## src/rtl/pllr_pkg.sv

```systemverilog
// Shared types, constants and codes for the PLL rate round and recalc unit.
package pllr_pkg;

   localparam int RATE_W = 40;
   localparam int IN_W   = 32;
   localparam int CFG_W  = 32;
   localparam int ADDR_W = 5;
   localparam int FRAC_W = 16;
   localparam int FACT_W = 18;
   localparam int DIVN_W = 50;
   localparam int DIVD_W = 32;
   localparam int DIVC_W = $clog2(DIVN_W + 1);

   localparam logic [1:0] KIND_ANALOG = 2'd0;
   localparam logic [1:0] KIND_FIXED  = 2'd2;

   localparam logic REQ_RECALC = 1'b1;

   localparam logic [2:0] REG_PLL_KIND = 3'd0;
   localparam logic [2:0] REG_FIXED_HZ = 3'd1;
   localparam logic [2:0] REG_MULT     = 3'd2;
   localparam logic [2:0] REG_DIV      = 3'd3;
   localparam logic [2:0] REG_SD       = 3'd4;

   localparam logic [16:0] SD_RESET = 17'h10000;

   typedef struct packed {
      logic [1:0]  pll_kind;
      logic [31:0] fixed_hz;
      logic [15:0] mult_setting;
      logic [7:0]  div_setting;
      logic [16:0] sd_divisor;
   } cfg_type;

   typedef enum logic [3:0] {
      ST_IDLE,
      ST_DECIDE,
      ST_PROD,
      ST_DIV_START,
      ST_DIV_WAIT,
      ST_ADJUST,
      ST_SEARCH,
      ST_DRAIN,
      ST_RESULT
   } ctrl_state_type;

   typedef enum logic [2:0] {
      RES_FIXED,
      RES_SAT,
      RES_ZERO,
      RES_QUOT,
      RES_ROUND,
      RES_BEST
   } res_sel_type;

   typedef struct packed {
      logic        capture;
      logic        prod_load;
      logic        div_start;
      logic        adjust_load;
      logic        search_start;
      logic        search_feed;
      logic        out_load;
      res_sel_type res_sel;
   } ctrl_cmd_type;

   typedef struct packed {
      logic [1:0] pll_kind;
      logic       recalc;
      logic       parent_zero;
      logic       sd_zero;
      logic       div_busy;
      logic       search_last;
      logic       pipe_busy;
   } dp_status_type;

endpackage

```

## src/rtl/pllr_div.sv

```systemverilog
// Iterative restoring divider, one quotient bit per cycle.
module pllr_div (
   input  logic                       clock,
   input  logic                       reset,
   input  logic                       start,
   input  logic [pllr_pkg::DIVN_W-1:0] num,
   input  logic [pllr_pkg::DIVD_W-1:0] den,
   output logic                       busy,
   output logic [pllr_pkg::DIVN_W-1:0] quot,
   output logic [pllr_pkg::DIVD_W-1:0] rem
);
   import pllr_pkg::*;

   logic [DIVC_W-1:0] cnt_ff, cnt_in;
   logic [DIVD_W-1:0] rem_ff, rem_in;
   logic [DIVD_W-1:0] den_ff, den_in;
   logic [DIVN_W-1:0] work_ff, work_in;
   logic [DIVD_W:0]   trial;
   logic [DIVD_W:0]   diff;
   logic              fits;

   always_comb begin
      trial   = {rem_ff, work_ff[DIVN_W-1]};
      diff    = trial - {1'b0, den_ff};
      fits    = trial >= {1'b0, den_ff};
      cnt_in  = cnt_ff;
      rem_in  = rem_ff;
      den_in  = den_ff;
      work_in = work_ff;
      if (start) begin
         cnt_in  = DIVC_W'(DIVN_W);
         rem_in  = '0;
         den_in  = den;
         work_in = num;
      end else if (cnt_ff != '0) begin
         cnt_in  = cnt_ff - 1'b1;
         rem_in  = fits ? diff[DIVD_W-1:0] : trial[DIVD_W-1:0];
         work_in = {work_ff[DIVN_W-2:0], fits};
      end
   end

   always_ff @(posedge clock) begin
      if (reset) begin
         cnt_ff <= '0;
      end else begin
         cnt_ff <= cnt_in;
      end
      rem_ff  <= rem_in;
      den_ff  <= den_in;
      work_ff <= work_in;
   end

   assign busy = cnt_ff != '0;
   assign quot = work_ff;
   assign rem  = rem_ff;

endmodule

```

## src/rtl/pllr_spipe.sv

```systemverilog
// Pipelined divider by a small divisor, one quotient bit per stage.
module pllr_spipe #(
   parameter int NUM_W = 40,
   parameter int DEN_W = 4
) (
   input  logic             clock,
   input  logic             reset,
   input  logic             in_valid,
   input  logic [NUM_W-1:0] in_num,
   input  logic [DEN_W-1:0] in_den,
   output logic             out_valid,
   output logic [NUM_W-1:0] out_quot,
   output logic             busy
);
   logic             valid_ff [NUM_W];
   logic [DEN_W-1:0] rem_ff   [NUM_W];
   logic [DEN_W-1:0] den_ff   [NUM_W];
   logic [NUM_W-1:0] work_ff  [NUM_W];

   for (genvar s = 0; s < NUM_W; s++) begin : g_stage
      logic             prev_valid;
      logic [DEN_W-1:0] prev_rem;
      logic [DEN_W-1:0] prev_den;
      logic [NUM_W-1:0] prev_work;
      logic [DEN_W:0]   trial;
      logic [DEN_W:0]   diff;
      logic             fits;
      logic [DEN_W-1:0] rem_in;
      logic [NUM_W-1:0] work_in;

      if (s == 0) begin : g_head
         assign prev_valid = in_valid;
         assign prev_rem   = '0;
         assign prev_den   = in_den;
         assign prev_work  = in_num;
      end else begin : g_link
         assign prev_valid = valid_ff[s-1];
         assign prev_rem   = rem_ff[s-1];
         assign prev_den   = den_ff[s-1];
         assign prev_work  = work_ff[s-1];
      end

      always_comb begin
         trial   = {prev_rem, prev_work[NUM_W-1]};
         diff    = trial - {1'b0, prev_den};
         fits    = trial >= {1'b0, prev_den};
         rem_in  = fits ? diff[DEN_W-1:0] : trial[DEN_W-1:0];
         work_in = {prev_work[NUM_W-2:0], fits};
      end

      always_ff @(posedge clock) begin
         if (reset) begin
            valid_ff[s] <= 1'b0;
         end else begin
            valid_ff[s] <= prev_valid;
         end
         rem_ff[s]  <= rem_in;
         den_ff[s]  <= prev_den;
         work_ff[s] <= work_in;
      end
   end

   always_comb begin
      busy = 1'b0;
      for (int i = 0; i < NUM_W; i++) begin
         busy = busy | valid_ff[i];
      end
   end

   assign out_valid = valid_ff[NUM_W-1];
   assign out_quot  = work_ff[NUM_W-1];

endmodule

```

## src/rtl/pllr_datapath.sv

```systemverilog
// Datapath: request capture, product, dividers, candidate search and result register.
module pllr_datapath #(
   parameter int SEARCH_MULT_MAX = 255,
   parameter int SEARCH_DIV_MAX  = 15
) (
   input  logic                          clock,
   input  logic                          reset,
   input  pllr_pkg::ctrl_cmd_type        cmd,
   output pllr_pkg::dp_status_type       status,
   input  pllr_pkg::cfg_type             cfg,
   input  logic                          req_type,
   input  logic [pllr_pkg::IN_W-1:0]     req_target_rate,
   input  logic [pllr_pkg::IN_W-1:0]     req_parent_rate,
   output logic [pllr_pkg::RATE_W-1:0]   rate_out,
   output logic                          saturated
);
   import pllr_pkg::*;

   localparam int MW = $clog2(SEARCH_MULT_MAX + 1);
   localparam int DW = $clog2(SEARCH_DIV_MAX + 1);
   localparam int NW = IN_W + MW;

   logic              type_ff;
   logic [IN_W-1:0]   target_ff;
   logic [IN_W-1:0]   parent_ff;
   logic [DIVN_W-1:0] prod_ff, prod_in;
   logic [47:0]       base_ff, base_in;
   logic              inc_ff, inc_in;
   logic [MW-1:0]     mul_ff;
   logic [DW-1:0]     dv_ff;
   logic [NW-1:0]     sprod_ff;
   logic [NW-1:0]     best_ff;
   logic [NW-1:0]     best_err_ff;
   logic [RATE_W-1:0] rate_ff, rate_in;
   logic              sat_ff, sat_in;

   logic              recalc;
   logic              analog;
   logic [FACT_W-1:0] factor;
   logic [8:0]        div_plus;
   logic [DIVN_W-1:0] div_num;
   logic [DIVD_W-1:0] div_den;
   logic              div_busy;
   logic [DIVN_W-1:0] div_quot;
   logic [DIVD_W-1:0] div_rem;
   logic [48:0]       round_sum;
   logic              pipe_valid;
   logic              pipe_busy;
   logic [NW-1:0]     cand;
   logic [NW-1:0]     target_n;
   logic [NW-1:0]     err;
   logic              search_last;

   assign recalc   = type_ff == REQ_RECALC;
   assign analog   = cfg.pll_kind == KIND_ANALOG;
   assign div_plus = {1'b0, cfg.div_setting} + 9'd1;

   always_comb begin
      if (analog) begin
         factor = {2'b00, cfg.mult_setting} + FACT_W'(1);
      end else begin
         factor = {1'b0, cfg.sd_divisor} + {2'b00, cfg.mult_setting};
      end
      prod_in = DIVN_W'(parent_ff) * DIVN_W'(factor);
   end

   // Recalc divides the product; a digital round divides the target scaled by 2^16.
   always_comb begin
      if (recalc) begin
         div_num = prod_ff;
         div_den = analog ? {23'd0, div_plus} : {15'd0, cfg.sd_divisor};
      end else begin
         div_num = {2'b00, target_ff, 16'd0};
         div_den = parent_ff;
      end
   end

   pllr_div u_div (
      .clock (clock),
      .reset (reset),
      .start (cmd.div_start),
      .num   (div_num),
      .den   (div_den),
      .busy  (div_busy),
      .quot  (div_quot),
      .rem   (div_rem)
   );

   // q*parent equals the scaled target less the remainder, plus parent when rounding up.
   assign base_in   = {target_ff, 16'd0} - {16'd0, div_rem};
   assign inc_in    = div_rem > {1'b0, parent_ff[IN_W-1:1]};
   assign round_sum = {1'b0, base_ff} + (inc_ff ? {17'd0, parent_ff} : 49'd0);

   assign search_last = (mul_ff == MW'(SEARCH_MULT_MAX)) && (dv_ff == DW'(SEARCH_DIV_MAX));

   pllr_spipe #(
      .NUM_W (NW),
      .DEN_W (DW)
   ) u_spipe (
      .clock     (clock),
      .reset     (reset),
      .in_valid  (cmd.search_feed),
      .in_num    (sprod_ff),
      .in_den    (dv_ff),
      .out_valid (pipe_valid),
      .out_quot  (cand),
      .busy      (pipe_busy)
   );

   assign target_n = NW'(target_ff);
   assign err      = (cand > target_n) ? cand - target_n : target_n - cand;

   always_ff @(posedge clock) begin
      if (cmd.capture) begin
         type_ff   <= req_type;
         target_ff <= req_target_rate;
         parent_ff <= req_parent_rate;
      end
      if (cmd.prod_load) begin
         prod_ff <= prod_in;
      end
      if (cmd.adjust_load) begin
         base_ff <= base_in;
         inc_ff  <= inc_in;
      end
      // Walk dividers inside multipliers; the product grows by parent per row.
      if (cmd.search_start) begin
         mul_ff   <= MW'(1);
         dv_ff    <= DW'(1);
         sprod_ff <= NW'(parent_ff);
      end else if (cmd.search_feed) begin
         if (dv_ff == DW'(SEARCH_DIV_MAX)) begin
            dv_ff    <= DW'(1);
            mul_ff   <= mul_ff + 1'b1;
            sprod_ff <= sprod_ff + NW'(parent_ff);
         end else begin
            dv_ff <= dv_ff + 1'b1;
         end
      end
      // Replace the best only on a strictly smaller error.
      if (cmd.search_start) begin
         best_ff     <= '0;
         best_err_ff <= target_n;
      end else if (pipe_valid && (err < best_err_ff)) begin
         best_ff     <= cand;
         best_err_ff <= err;
      end
      if (cmd.out_load) begin
         rate_ff <= rate_in;
         sat_ff  <= sat_in;
      end
   end

   always_comb begin
      case (cmd.res_sel)
         RES_FIXED: begin
            rate_in = {8'd0, cfg.fixed_hz};
            sat_in  = 1'b0;
         end
         RES_SAT: begin
            rate_in = '1;
            sat_in  = 1'b1;
         end
         RES_ZERO: begin
            rate_in = '0;
            sat_in  = 1'b0;
         end
         RES_QUOT: begin
            if (div_quot[DIVN_W-1:RATE_W] != '0) begin
               rate_in = '1;
               sat_in  = 1'b1;
            end else begin
               rate_in = div_quot[RATE_W-1:0];
               sat_in  = 1'b0;
            end
         end
         RES_ROUND: begin
            rate_in = {7'd0, round_sum[48:FRAC_W]};
            sat_in  = 1'b0;
         end
         RES_BEST: begin
            rate_in = RATE_W'(best_ff);
            sat_in  = 1'b0;
         end
         default: begin
            rate_in = '0;
            sat_in  = 1'b0;
         end
      endcase
   end

   always_comb begin
      status.pll_kind    = cfg.pll_kind;
      status.recalc      = recalc;
      status.parent_zero = parent_ff == '0;
      status.sd_zero     = cfg.sd_divisor == '0;
      status.div_busy    = div_busy;
      status.search_last = search_last;
      status.pipe_busy   = pipe_busy;
   end

   assign rate_out  = rate_ff;
   assign saturated = sat_ff;

endmodule

```

## src/rtl/pllr_ctrl.sv

```systemverilog
// Controller: sequences each request through the datapath and owns the result valid.
module pllr_ctrl (
   input  logic                    clock,
   input  logic                    reset,
   input  logic                    req_valid,
   output logic                    req_stall,
   output logic                    rsp_valid,
   input  logic                    rsp_stall,
   input  pllr_pkg::dp_status_type status,
   output pllr_pkg::ctrl_cmd_type  cmd
);
   import pllr_pkg::*;

   ctrl_state_type state_ff, state_in;
   res_sel_type    res_sel_ff, res_sel_in;
   logic           rsp_valid_ff, rsp_valid_in;
   logic           out_free;
   logic           analog;

   assign out_free = !rsp_valid_ff || !rsp_stall;
   assign analog   = status.pll_kind == KIND_ANALOG;

   always_comb begin
      state_in   = state_ff;
      res_sel_in = res_sel_ff;
      case (state_ff)
         ST_IDLE: begin
            if (req_valid) begin
               state_in = ST_DECIDE;
            end
         end
         ST_DECIDE: begin
            if (status.pll_kind == KIND_FIXED) begin
               state_in   = ST_RESULT;
               res_sel_in = RES_FIXED;
            end else if (status.recalc) begin
               if (!analog && status.sd_zero) begin
                  state_in   = ST_RESULT;
                  res_sel_in = RES_SAT;
               end else begin
                  state_in   = ST_PROD;
                  res_sel_in = RES_QUOT;
               end
            end else if (analog) begin
               state_in   = ST_SEARCH;
               res_sel_in = RES_BEST;
            end else if (status.parent_zero) begin
               state_in   = ST_RESULT;
               res_sel_in = RES_ZERO;
            end else begin
               state_in   = ST_DIV_START;
               res_sel_in = RES_ROUND;
            end
         end
         ST_PROD: begin
            state_in = ST_DIV_START;
         end
         ST_DIV_START: begin
            state_in = ST_DIV_WAIT;
         end
         ST_DIV_WAIT: begin
            if (!status.div_busy) begin
               state_in = status.recalc ? ST_RESULT : ST_ADJUST;
            end
         end
         ST_ADJUST: begin
            state_in = ST_RESULT;
         end
         ST_SEARCH: begin
            if (status.search_last) begin
               state_in = ST_DRAIN;
            end
         end
         ST_DRAIN: begin
            if (!status.pipe_busy) begin
               state_in = ST_RESULT;
            end
         end
         ST_RESULT: begin
            if (out_free) begin
               state_in = ST_IDLE;
            end
         end
         default: begin
            state_in = ST_IDLE;
         end
      endcase
   end

   always_comb begin
      cmd         = '0;
      cmd.res_sel = res_sel_ff;
      req_stall   = 1'b1;
      case (state_ff)
         ST_IDLE: begin
            req_stall   = 1'b0;
            cmd.capture = req_valid;
         end
         ST_DECIDE: begin
            cmd.search_start = 1'b1;
         end
         ST_PROD: begin
            cmd.prod_load = 1'b1;
         end
         ST_DIV_START: begin
            cmd.div_start = 1'b1;
         end
         ST_ADJUST: begin
            cmd.adjust_load = 1'b1;
         end
         ST_SEARCH: begin
            cmd.search_feed = 1'b1;
         end
         ST_RESULT: begin
            cmd.out_load = out_free;
         end
         default: begin
            req_stall = 1'b1;
         end
      endcase
   end

   // Hold the result until taken; a fresh load may replace one taken this cycle.
   always_comb begin
      if (cmd.out_load) begin
         rsp_valid_in = 1'b1;
      end else if (!rsp_stall) begin
         rsp_valid_in = 1'b0;
      end else begin
         rsp_valid_in = rsp_valid_ff;
      end
   end

   always_ff @(posedge clock) begin
      if (reset) begin
         state_ff     <= ST_IDLE;
         res_sel_ff   <= RES_FIXED;
         rsp_valid_ff <= 1'b0;
      end else begin
         state_ff     <= state_in;
         res_sel_ff   <= res_sel_in;
         rsp_valid_ff <= rsp_valid_in;
      end
   end

   assign rsp_valid = rsp_valid_ff;

endmodule

```

## src/rtl/pll_rate_round_and_recalc_unit.sv

```systemverilog
// Top level of the PLL rate round and recalc unit: register file and block wiring.
//
// Requests arrive on the req_ channel (valid/stall) and each yields exactly one
// transaction on the rsp_ channel: the rate in Hz and a saturation flag.
// Settings are written over the APB-style port (psel/penable/pwrite, pready
// always high); register i sits at byte address 4*i. The user must write
// settings only while the block is idle; the block does not enforce this.
// One request is worked on at a time; req_stall is low only while idle.
// Path from an accepted request to the result:
//   fixed kind, zero divisor, or zero parent on a digital round: straight to the result
//   recalc and digital round: through the 50-step serial divider
//   analog round: every multiplier and divider pair, one candidate a cycle into
//   a pipelined small-divisor divider whose depth is the candidate width.
// The result sits in an output register: while the receiver stalls it holds,
// and the next request is already accepted; a finished request waits for it.
// Reset clears the controller, the pipelines and the settings registers to
// their defaults (analog kind, sd_divisor 65536); no clearing pass is needed.
module pll_rate_round_and_recalc_unit #(
   parameter int SEARCH_MULT_MAX = 255,
   parameter int SEARCH_DIV_MAX  = 15
) (
   input  logic                          clock,
   input  logic                          reset,
   input  logic                          req_valid,
   output logic                          req_stall,
   input  logic                          req_type,
   input  logic [pllr_pkg::IN_W-1:0]     req_target_rate,
   input  logic [pllr_pkg::IN_W-1:0]     req_parent_rate,
   output logic                          rsp_valid,
   input  logic                          rsp_stall,
   output logic [pllr_pkg::RATE_W-1:0]   rsp_rate_out,
   output logic                          rsp_saturated,
   input  logic                          psel,
   input  logic                          penable,
   input  logic                          pwrite,
   input  logic [pllr_pkg::ADDR_W-1:0]   paddr,
   input  logic [pllr_pkg::CFG_W-1:0]    pwdata,
   output logic [pllr_pkg::CFG_W-1:0]    prdata,
   output logic                          pready
);
   import pllr_pkg::*;

   cfg_type       cfg_ff;
   ctrl_cmd_type  cmd;
   dp_status_type status;
   logic          cfg_write;
   logic [2:0]    reg_idx;

   assign pready    = 1'b1;
   assign reg_idx   = paddr[ADDR_W-1:2];
   assign cfg_write = psel && penable && pwrite && pready;

   always_ff @(posedge clock) begin
      if (reset) begin
         cfg_ff.pll_kind     <= KIND_ANALOG;
         cfg_ff.fixed_hz     <= '0;
         cfg_ff.mult_setting <= '0;
         cfg_ff.div_setting  <= '0;
         cfg_ff.sd_divisor   <= SD_RESET;
      end else if (cfg_write) begin
         case (reg_idx)
            REG_PLL_KIND: cfg_ff.pll_kind     <= pwdata[1:0];
            REG_FIXED_HZ: cfg_ff.fixed_hz     <= pwdata;
            REG_MULT:     cfg_ff.mult_setting <= pwdata[15:0];
            REG_DIV:      cfg_ff.div_setting  <= pwdata[7:0];
            REG_SD:       cfg_ff.sd_divisor   <= pwdata[16:0];
            default: begin
            end
         endcase
      end
   end

   always_comb begin
      case (reg_idx)
         REG_PLL_KIND: prdata = {30'd0, cfg_ff.pll_kind};
         REG_FIXED_HZ: prdata = cfg_ff.fixed_hz;
         REG_MULT:     prdata = {16'd0, cfg_ff.mult_setting};
         REG_DIV:      prdata = {24'd0, cfg_ff.div_setting};
         REG_SD:       prdata = {15'd0, cfg_ff.sd_divisor};
         default:      prdata = '0;
      endcase
   end

   pllr_ctrl u_ctrl (
      .clock     (clock),
      .reset     (reset),
      .req_valid (req_valid),
      .req_stall (req_stall),
      .rsp_valid (rsp_valid),
      .rsp_stall (rsp_stall),
      .status    (status),
      .cmd       (cmd)
   );

   pllr_datapath #(
      .SEARCH_MULT_MAX (SEARCH_MULT_MAX),
      .SEARCH_DIV_MAX  (SEARCH_DIV_MAX)
   ) u_datapath (
      .clock           (clock),
      .reset           (reset),
      .cmd             (cmd),
      .status          (status),
      .cfg             (cfg_ff),
      .req_type        (req_type),
      .req_target_rate (req_target_rate),
      .req_parent_rate (req_parent_rate),
      .rate_out        (rsp_rate_out),
      .saturated       (rsp_saturated)
   );

   a_busy_after_accept: assert property (@(posedge clock) disable iff (reset)
      (req_valid && !req_stall) |=> req_stall)
      else $error("request channel open right after an accepted transaction");

   a_sat_all_ones: assert property (@(posedge clock) disable iff (reset)
      (rsp_valid && rsp_saturated) |-> (rsp_rate_out == '1))
      else $error("saturated result is not all ones");

   a_result_from_work: assert property (@(posedge clock) disable iff (reset)
      $rose(rsp_valid) |-> $past(req_stall))
      else $error("result raised without a request in progress");

endmodule

```

## config.mk

```make
export PLATFORM = sky130hd
export DESIGN_NAME = pll_rate_round_and_recalc_unit
export DESIGN_NICKNAME = d
export VERILOG_FILES = /design/src/rtl/pllr_pkg.sv /design/src/rtl/pllr_div.sv /design/src/rtl/pllr_spipe.sv /design/src/rtl/pllr_datapath.sv /design/src/rtl/pllr_ctrl.sv /design/src/rtl/pll_rate_round_and_recalc_unit.sv
export SDC_FILE = /design/constraint.sdc
export NUM_CORES = 2
export LEC_CHECK = 0
export BUFFER_PORTS_ARGS = -buffer_cell sky130_fd_sc_hd__buf_2
export CAP_MARGIN = 20
export CORE_ASPECT_RATIO = 0.7
export CORE_MARGIN = 5
export CORE_UTILIZATION = 50
export CTS_CLUSTER_SIZE = 28
export DETAILED_ROUTE_END_ITERATION = 12
export PLACE_DENSITY = 0.66
export SLEW_MARGIN = 20
export SYNTH_ARGS = -nofsm -noshare
export SYNTH_HDL_FRONTEND = slang
export SYNTH_SLANG_ARGS = --single-unit
```

## constraint.sdc

```tcl
create_clock -name clock -period 19.67 [get_ports clock]
set_input_delay 0.9835 -clock clock [delete_from_list [all_inputs] [get_ports clock]]
set_output_delay 0.9835 -clock clock [all_outputs]
set_load 0.1 [all_outputs]
```

### After elaboration in Yosys (flattened, before gate mapping)

Memory sizes are Yosys's and may differ from the RTL's.
Cells that the tools add are included.

| cells by class | value |
|---|---|
| reduce and logical (&&, ||, !) cells | 30 |
| muxes and demuxes | 132 |
| eq/ne operators | 25 |
| bitwise logic cells | 79 |
| $mul | 1 |
| $lt $le $gt $ge | 44 |
| $add $sub $neg | 52 |

Operators by type and width:

| cell | number |
|---|---|
| $mux 32 | 8 |
| $mux 4 | 52 |
| $pmux 40 s5 | 1 |
| $ge 5x4->1 | 39 |
| $pmux 32 s5 | 1 |
| $sub 4x4->4 | 39 |
| $mux 50 | 3 |
| $mux 40 | 2 |
| $or 1x1->1 | 79 |
| $mux 1 | 54 |
| $mul 32x18->50 | 1 |
| $add 48x49->49 | 1 |
| $sub 48x32->48 | 1 |
| $add 40x32->40 | 1 |
| $gt 40x32->1 | 1 |
| $lt 40x40->1 | 1 |
| $sub 32x40->40 | 1 |
| $sub 40x32->40 | 1 |
| $pmux 4 s9 | 1 |
| $ge 33x32->1 | 1 |
| $gt 32x31->1 | 1 |
| $logic_not 32->1 | 1 |
| $sub 32x32->32 | 1 |
| $add 17x16->18 | 1 |
| other kinds (37) | 71 |

| storage, ports and cells | value |
|---|---|
| bits in registers | 540 |
| memories | 4 |
| word-level logic and storage cells | 395 |
| bits in writable memories | 1960 |
| output and inout bits | 76 |

Memory list:

| memory | words | width | rd ports | clocked after memory_dff | wr ports | RTL line | source |
|---|---|---|---|---|---|---|---|
| u_datapath.u_spipe.work_ff | 40 | 40 | 40 | 0 | 40 | pllr_spipe.sv:18 | `logic [NUM_W-1:0] work_ff [NUM_W];` |
| u_datapath.u_spipe.den_ff | 40 | 4 | 39 | 0 | 40 | pllr_spipe.sv:17 | `logic [DEN_W-1:0] den_ff [NUM_W];` |
| u_datapath.u_spipe.rem_ff | 40 | 4 | 39 | 0 | 40 | pllr_spipe.sv:16 | `logic [DEN_W-1:0] rem_ff [NUM_W];` |
| u_datapath.u_spipe.valid_ff | 40 | 1 | 40 | 0 | 40 | pllr_spipe.sv:15 | `logic valid_ff [NUM_W];` |

### Logic depth before layout (Yosys ltp)

An unclocked memory read counts as a cell.

| logic depth | value |
|---|---|
| word-level depth | 42 |
| gate-level depth with buffers | 38 |

### By module

From an unflattened synthesis, not the netlist that was laid out.

| unflattened totals | value |
|---|---|
| cell total of the unflattened synthesis | 9048 |
| area total of the unflattened synthesis | 101214.6 um2 |

Modules (own cells, without submodules):

| module | sequential area each (um2) | instances | area each (um2) | cells an instance |
|---|---|---|---|---|
| pllr_spipe | 39077.5 | 1 | 47500.6 | 3100 |
| pllr_datapath | 9439.1 | 1 | 42823.6 | 4876 |
| pllr_div | 3223.1 | 1 | 6645.1 | 609 |
| pll_rate_round_and_recalc_unit | 1501.4 | 1 | 3674.8 | 385 |
| pllr_ctrl | 160.2 | 1 | 570.5 | 78 |

### Worst setup path after synthesis

Ideal clock, no wire load.

| timing path | value |
|---|---|
| path kind | reg-to-reg |
| start | reg cfg_ff[25] (netlist bit) |
| end | reg u_datapath.prod_ff[35], data pin |
| required time | 19.407 ns |
| path slack | 10.672 ns |
| buffers on the path | 0 |
| cell stages (with the launch flop) | 35 |
| library setup time | 0.263 ns |
| data arrival time | 8.735 ns |
| cell sequence | dfxtp_1 ha_1 inv_1 fa_1 nor2b_1 o21ai_0 a21oi_1 o21ai_0 a211oi_1 a41oi_1 a2111o_1 a41oi_1 nor3_1 a31oi_2 nor2_1 fa_1 fa_1 fa_1 fa_1 fa_1 inv_1 fa_1 inv_1 ha_1 a21oi_1 nand2_1 a2111oi_0 nor3_1 a211oi_1 nand2_1 a2111oi_0 o21bai_1 a21o_1 a21oi_1 xnor2_1 |

| between the ends | value |
|---|---|
| longest elaborated chain between the ends | 3 |

Ends and longest elaborated chain:

| element | RTL line | source |
|---|---|---|
| start, declared | pll_rate_round_and_recalc_unit.sv:43 | `cfg_type cfg_ff;` |
| $add 17x16->18 / $add 16x1->17 (equally long branches) | pllr_datapath.sv:62, pllr_datapath.sv:60 |  |
| $mux 18 * | pllr_datapath.sv:59 | `if (analog) begin` |
| $mul 32x18->50 * | pllr_datapath.sv:64 | `prod_in = DIVN_W'(parent_ff) * DIVN_W'(factor);` |
| net u_datapath.prod_in[35] | pllr_datapath.sv:26 | `logic [DIVN_W-1:0] prod_ff, prod_in;` |
| end signal, assigned | pllr_datapath.sv:120 | `prod_ff <= prod_in;` |
| end, declared | pllr_datapath.sv:26 |  |

The timed path passes the listed nets; every way through them passes the cells marked *.
A chain may end at the register's enable or synchronous reset.

### Worst setup path after layout

Same ends and word-level chain as after synthesis.

==> qor.yml <==
timing:
  timing.final.crit_share_pct: 58.13
  fin_crit_ps: 11430
  setup_viol: 0
  tns_ps: 0
  rsz0062_at_grt: "no"
  hold_viol_final: 0
  maxSlewHeadroom_pct: 21.99
  slew_viol_final: 0
  hold_slack_ps: 242.6
  worst_pin_slew_ps: 1170
  skew_ps: 89.01
  fmax_ghz: 0.08746
clock_tree:
  cts-hold-fix-buffers: 0
  clk_pin_slew_worst_paths_ps: 70
  numCtsBuffers: 223
  cts.path.max_buffers: 4
  clock-root-buffer: "clkbuf_16"
  insertion_delay_ps: 900
  htree_levels: 4
  numClockSinks: 2492
  cts_resized: 0
  tritoncts: "yes"
  cts_setup_buffers: 0
grt:
  grt_pass1_wl_um: 384900
  gr-total-overflow: 0
  grt_pass1_vias: 62730
  antenna_found_initial: 23
  grt_max_degree: 87
  track_usage_pct: 24.36
synth:
  synth_fp_nets: 10190
  syn-cell-area_mm2: 0.09924
  netlist_top_cells_area: "dfxtp_1, edfxtp_1, fa_1"
  synth_flop_cell: "dfxtp_1"
  syn-instance-count: 9006
  ys_seq_area_share_pct: 53.81
  ys_async_sr_fraction_pct: 0
  ys_ff_latch: 2492
  syn_avg_cell_area_um2: 11.02
  synth_edf_count: 351
  synth.distinct_cells: 88
  synth_top_cell_area_share_pct: 43.19
  ys_warn_count: 0
  yosysTopAreaCell: "dfxtp_1"
detailed_routing:
  wirelength_um: 256100
  wire_per_inst_um: 21.35
  dr.first_iter.drc_count: 5509
  drc: 0
  via_count: 63720
  vias_per_cell: 5.310
  first_pass_iters: 9
  antenna_left: 0
pwr:
  power_switching_uw: 5495
  power_frac_seq_pct: 46.3
  clock_power_share_pct: 26.5
  p_sw_share_pct: 32.74
  p_comb_share_pct: 27.2
  p_int_uw: 11290
  power.density_mw_per_mm2: 151.5
  leakage_uw: 0.04850
  ir_worst_vdd_mv: 0.08779
die:
  die-area_mm2: 0.2076
  initial_core_util_pct: 50.41
  core_area_mm2: 0.1969
  die_x_um: 542.5
  die_y_um: 382.8
  ios: 185
  rows: 136
job:
  maxCapViolations: 0
setup_path:
  cpPeakStageDelay_ps: 850
  crit_required_ps: 20230
  path_max_fanout: 14
  cp.arrival_ps: 11990
  start_kind: "flop"
  crit_type: "reg -> reg"
  cp-end-kind: "flop"
  crit_slowest_cell: "a211oi_1"
  critPathMostFrequentCell: "fa_1"
  rrSetupSlack_ps: 8240
finish:
  fillers: 16450
  finish.utilization_pct: 56.26
  syn2layout_area_growth_pct: 11.60
  nNetsFinal: 10370
  drive_above_1_share_pct: 7.709
  instances_no_fill: 12000
  final_cell_mix: "dfxtp_1, inv_1, nand2_1"
  seq_area_mm2: 0.05340
  multi_input_area_mm2: 0.04062
  final_common_cell: "dfxtp_1"
placement:
  dp.cells: 11580
  hpwlAfterDp_um: 188800
  io_buffers: 181
  gp_congestion: 0.9468
worst_hold_path:
  hold_class: "reg -> reg"
run_status:
  outcome: "completed"
==> Yosys cell counts, types with 10 or more instances <==
| cell type | count |
|---|---|
| a211o_1 | 10 |
| a211oi_1 | 71 |
| a21o_1 | 120 |
| a21oi_1 | 390 |
| a22oi_1 | 64 |
| a31o_2 | 18 |
| a31oi_1 | 24 |
| and2_1 | 173 |
| and3_1 | 40 |
| and4_1 | 12 |
| buf_1 | 14 |
| buf_2 | 29 |
| buf_4 | 10 |
| clkbuf_1 | 261 |
| dfxtp_1 | 2141 |
| edfxtp_1 | 351 |
| fa_1 | 523 |
| ha_1 | 550 |
| inv_1 | 1116 |
| mux2_2 | 11 |
| mux2i_1 | 169 |
| nand2_1 | 911 |
| nand2b_1 | 47 |
| nand3_1 | 101 |
| nand4_1 | 94 |
| nor2_1 | 431 |
| nor2b_1 | 160 |
| nor3_1 | 96 |
| nor4_1 | 34 |
| o211a_1 | 42 |
| o211ai_1 | 22 |
| o21a_1 | 21 |
| o21ai_0 | 383 |
| o21bai_1 | 51 |
| o22ai_1 | 27 |
| o31ai_1 | 16 |
| or3_1 | 24 |
| or4_1 | 47 |
| xnor2_1 | 148 |
| xor2_1 | 129 |
==> state kept, by name (all words and copies together) (netlist names), 6 cells and up <==
signal / flops
u_datapath.target_ff: 32
u_datapath.mul_ff: 8
u_datapath.rate_out: 40
u_datapath.base_ff: 48
u_datapath.prod_ff: 50
u_datapath.u_div.rem: 32
u_datapath.u_spipe.den_ff: 156
u_datapath.sprod_ff: 40
u_datapath.u_spipe.valid_ff: 40
u_datapath.u_div.den_ff: 32
u_datapath.parent_ff: 32
cfg_ff: 75
u_datapath.best_err_ff: 40
u_datapath.u_spipe.work_ff: 1600
u_datapath.u_div.cnt_ff: 6
u_datapath.u_spipe.rem_ff: 156
u_datapath.u_div.quot: 50
u_datapath.best_ff: 40
==> worst paths after layout <==
kind	startpoint	to	cells after the start
min	u_datapath.u_spipe.work_ff[0][19]	u_datapath.u_spipe.work_ff[0][60]	0
max	cfg_ff[25]	u_datapath.prod_ff[35]	35
max reg2reg	cfg_ff[25]	u_datapath.prod_ff[35]	35
min reg2reg	u_datapath.u_spipe.work_ff[0][19]	u_datapath.u_spipe.work_ff[0][60]	0
==> per-layer routing <==
metal / global-route usage [%] / part of all wire (%)
met1: 34.96 / 44
met2: 35.41 / 41
met5: 0.1855 / 0.018
met4: 7.931 / 3.6
met3: 7.082 / 11
==> per-stage QoR <==
step / setup slack (ps) / power (µW) / area (µm²)
global placement: 8684 / 12170 / 103000
finish: 8236 / 16790 / 110800
global route: 7711 / 17790 / 110700
CTS: 8481 / 16850 / 110700
floorplan: 10670 / 10730 / 99240
detailed placement: 8532 / 12350 / 103100
==> power groups by stage <==
stage / Sequential, µW / Clock, µW / Combinational, µW
global placement: 7840 / 0 / 4330
detailed placement: 7880 / 0 / 4460
finish: 7770 / 4450 / 4570
floorplan: 7510 / 0 / 3220
global route: 7950 / 4770 / 5080
CTS: 7790 / 4550 / 4510
==> kinds of logic after synthesis <==
| logic type | synth area share, % |
|---|---|
| flip-flops | 53.81 |
| other | 0.003779 |
| adder cells (fa/ha/maj) | 17.48 |
| XOR/XNOR | 2.445 |
| buffers and inverters | 5.517 |
| AO/OA/AOI/OAI | 8.539 |
| multiplexers | 1.829 |
| AND/OR/NAND/NOR | 10.37 |
==> area by class of cell <==
| class | instances | share of cell area (%) |
|---|---|---|
| inverters | 1116 | 3.783 |
| multi-input cells | 5081 | 36.67 |
| clock buffers | 315 | 5.890 |
| diodes | 12 | 0.02711 |
| clock inverters | 92 | 1.001 |
| well taps | 2622 | 2.962 |
| flip-flops and latches | 2492 | 48.21 |
| repair buffers | 270 | 1.452 |
==> critical path, delay by kind of cell (launching register included) <==
family	cells	cell delay, ps
AO/OA/AOI/OAI	13	4820
adder cells (fa/ha/maj)	9	4070
AND/OR/NAND/NOR	8	1340
flip-flops	1	580
buffers and inverters	4	230
XOR/XNOR	1	90
No activity file was read; power rests on OpenSTA's default activity.
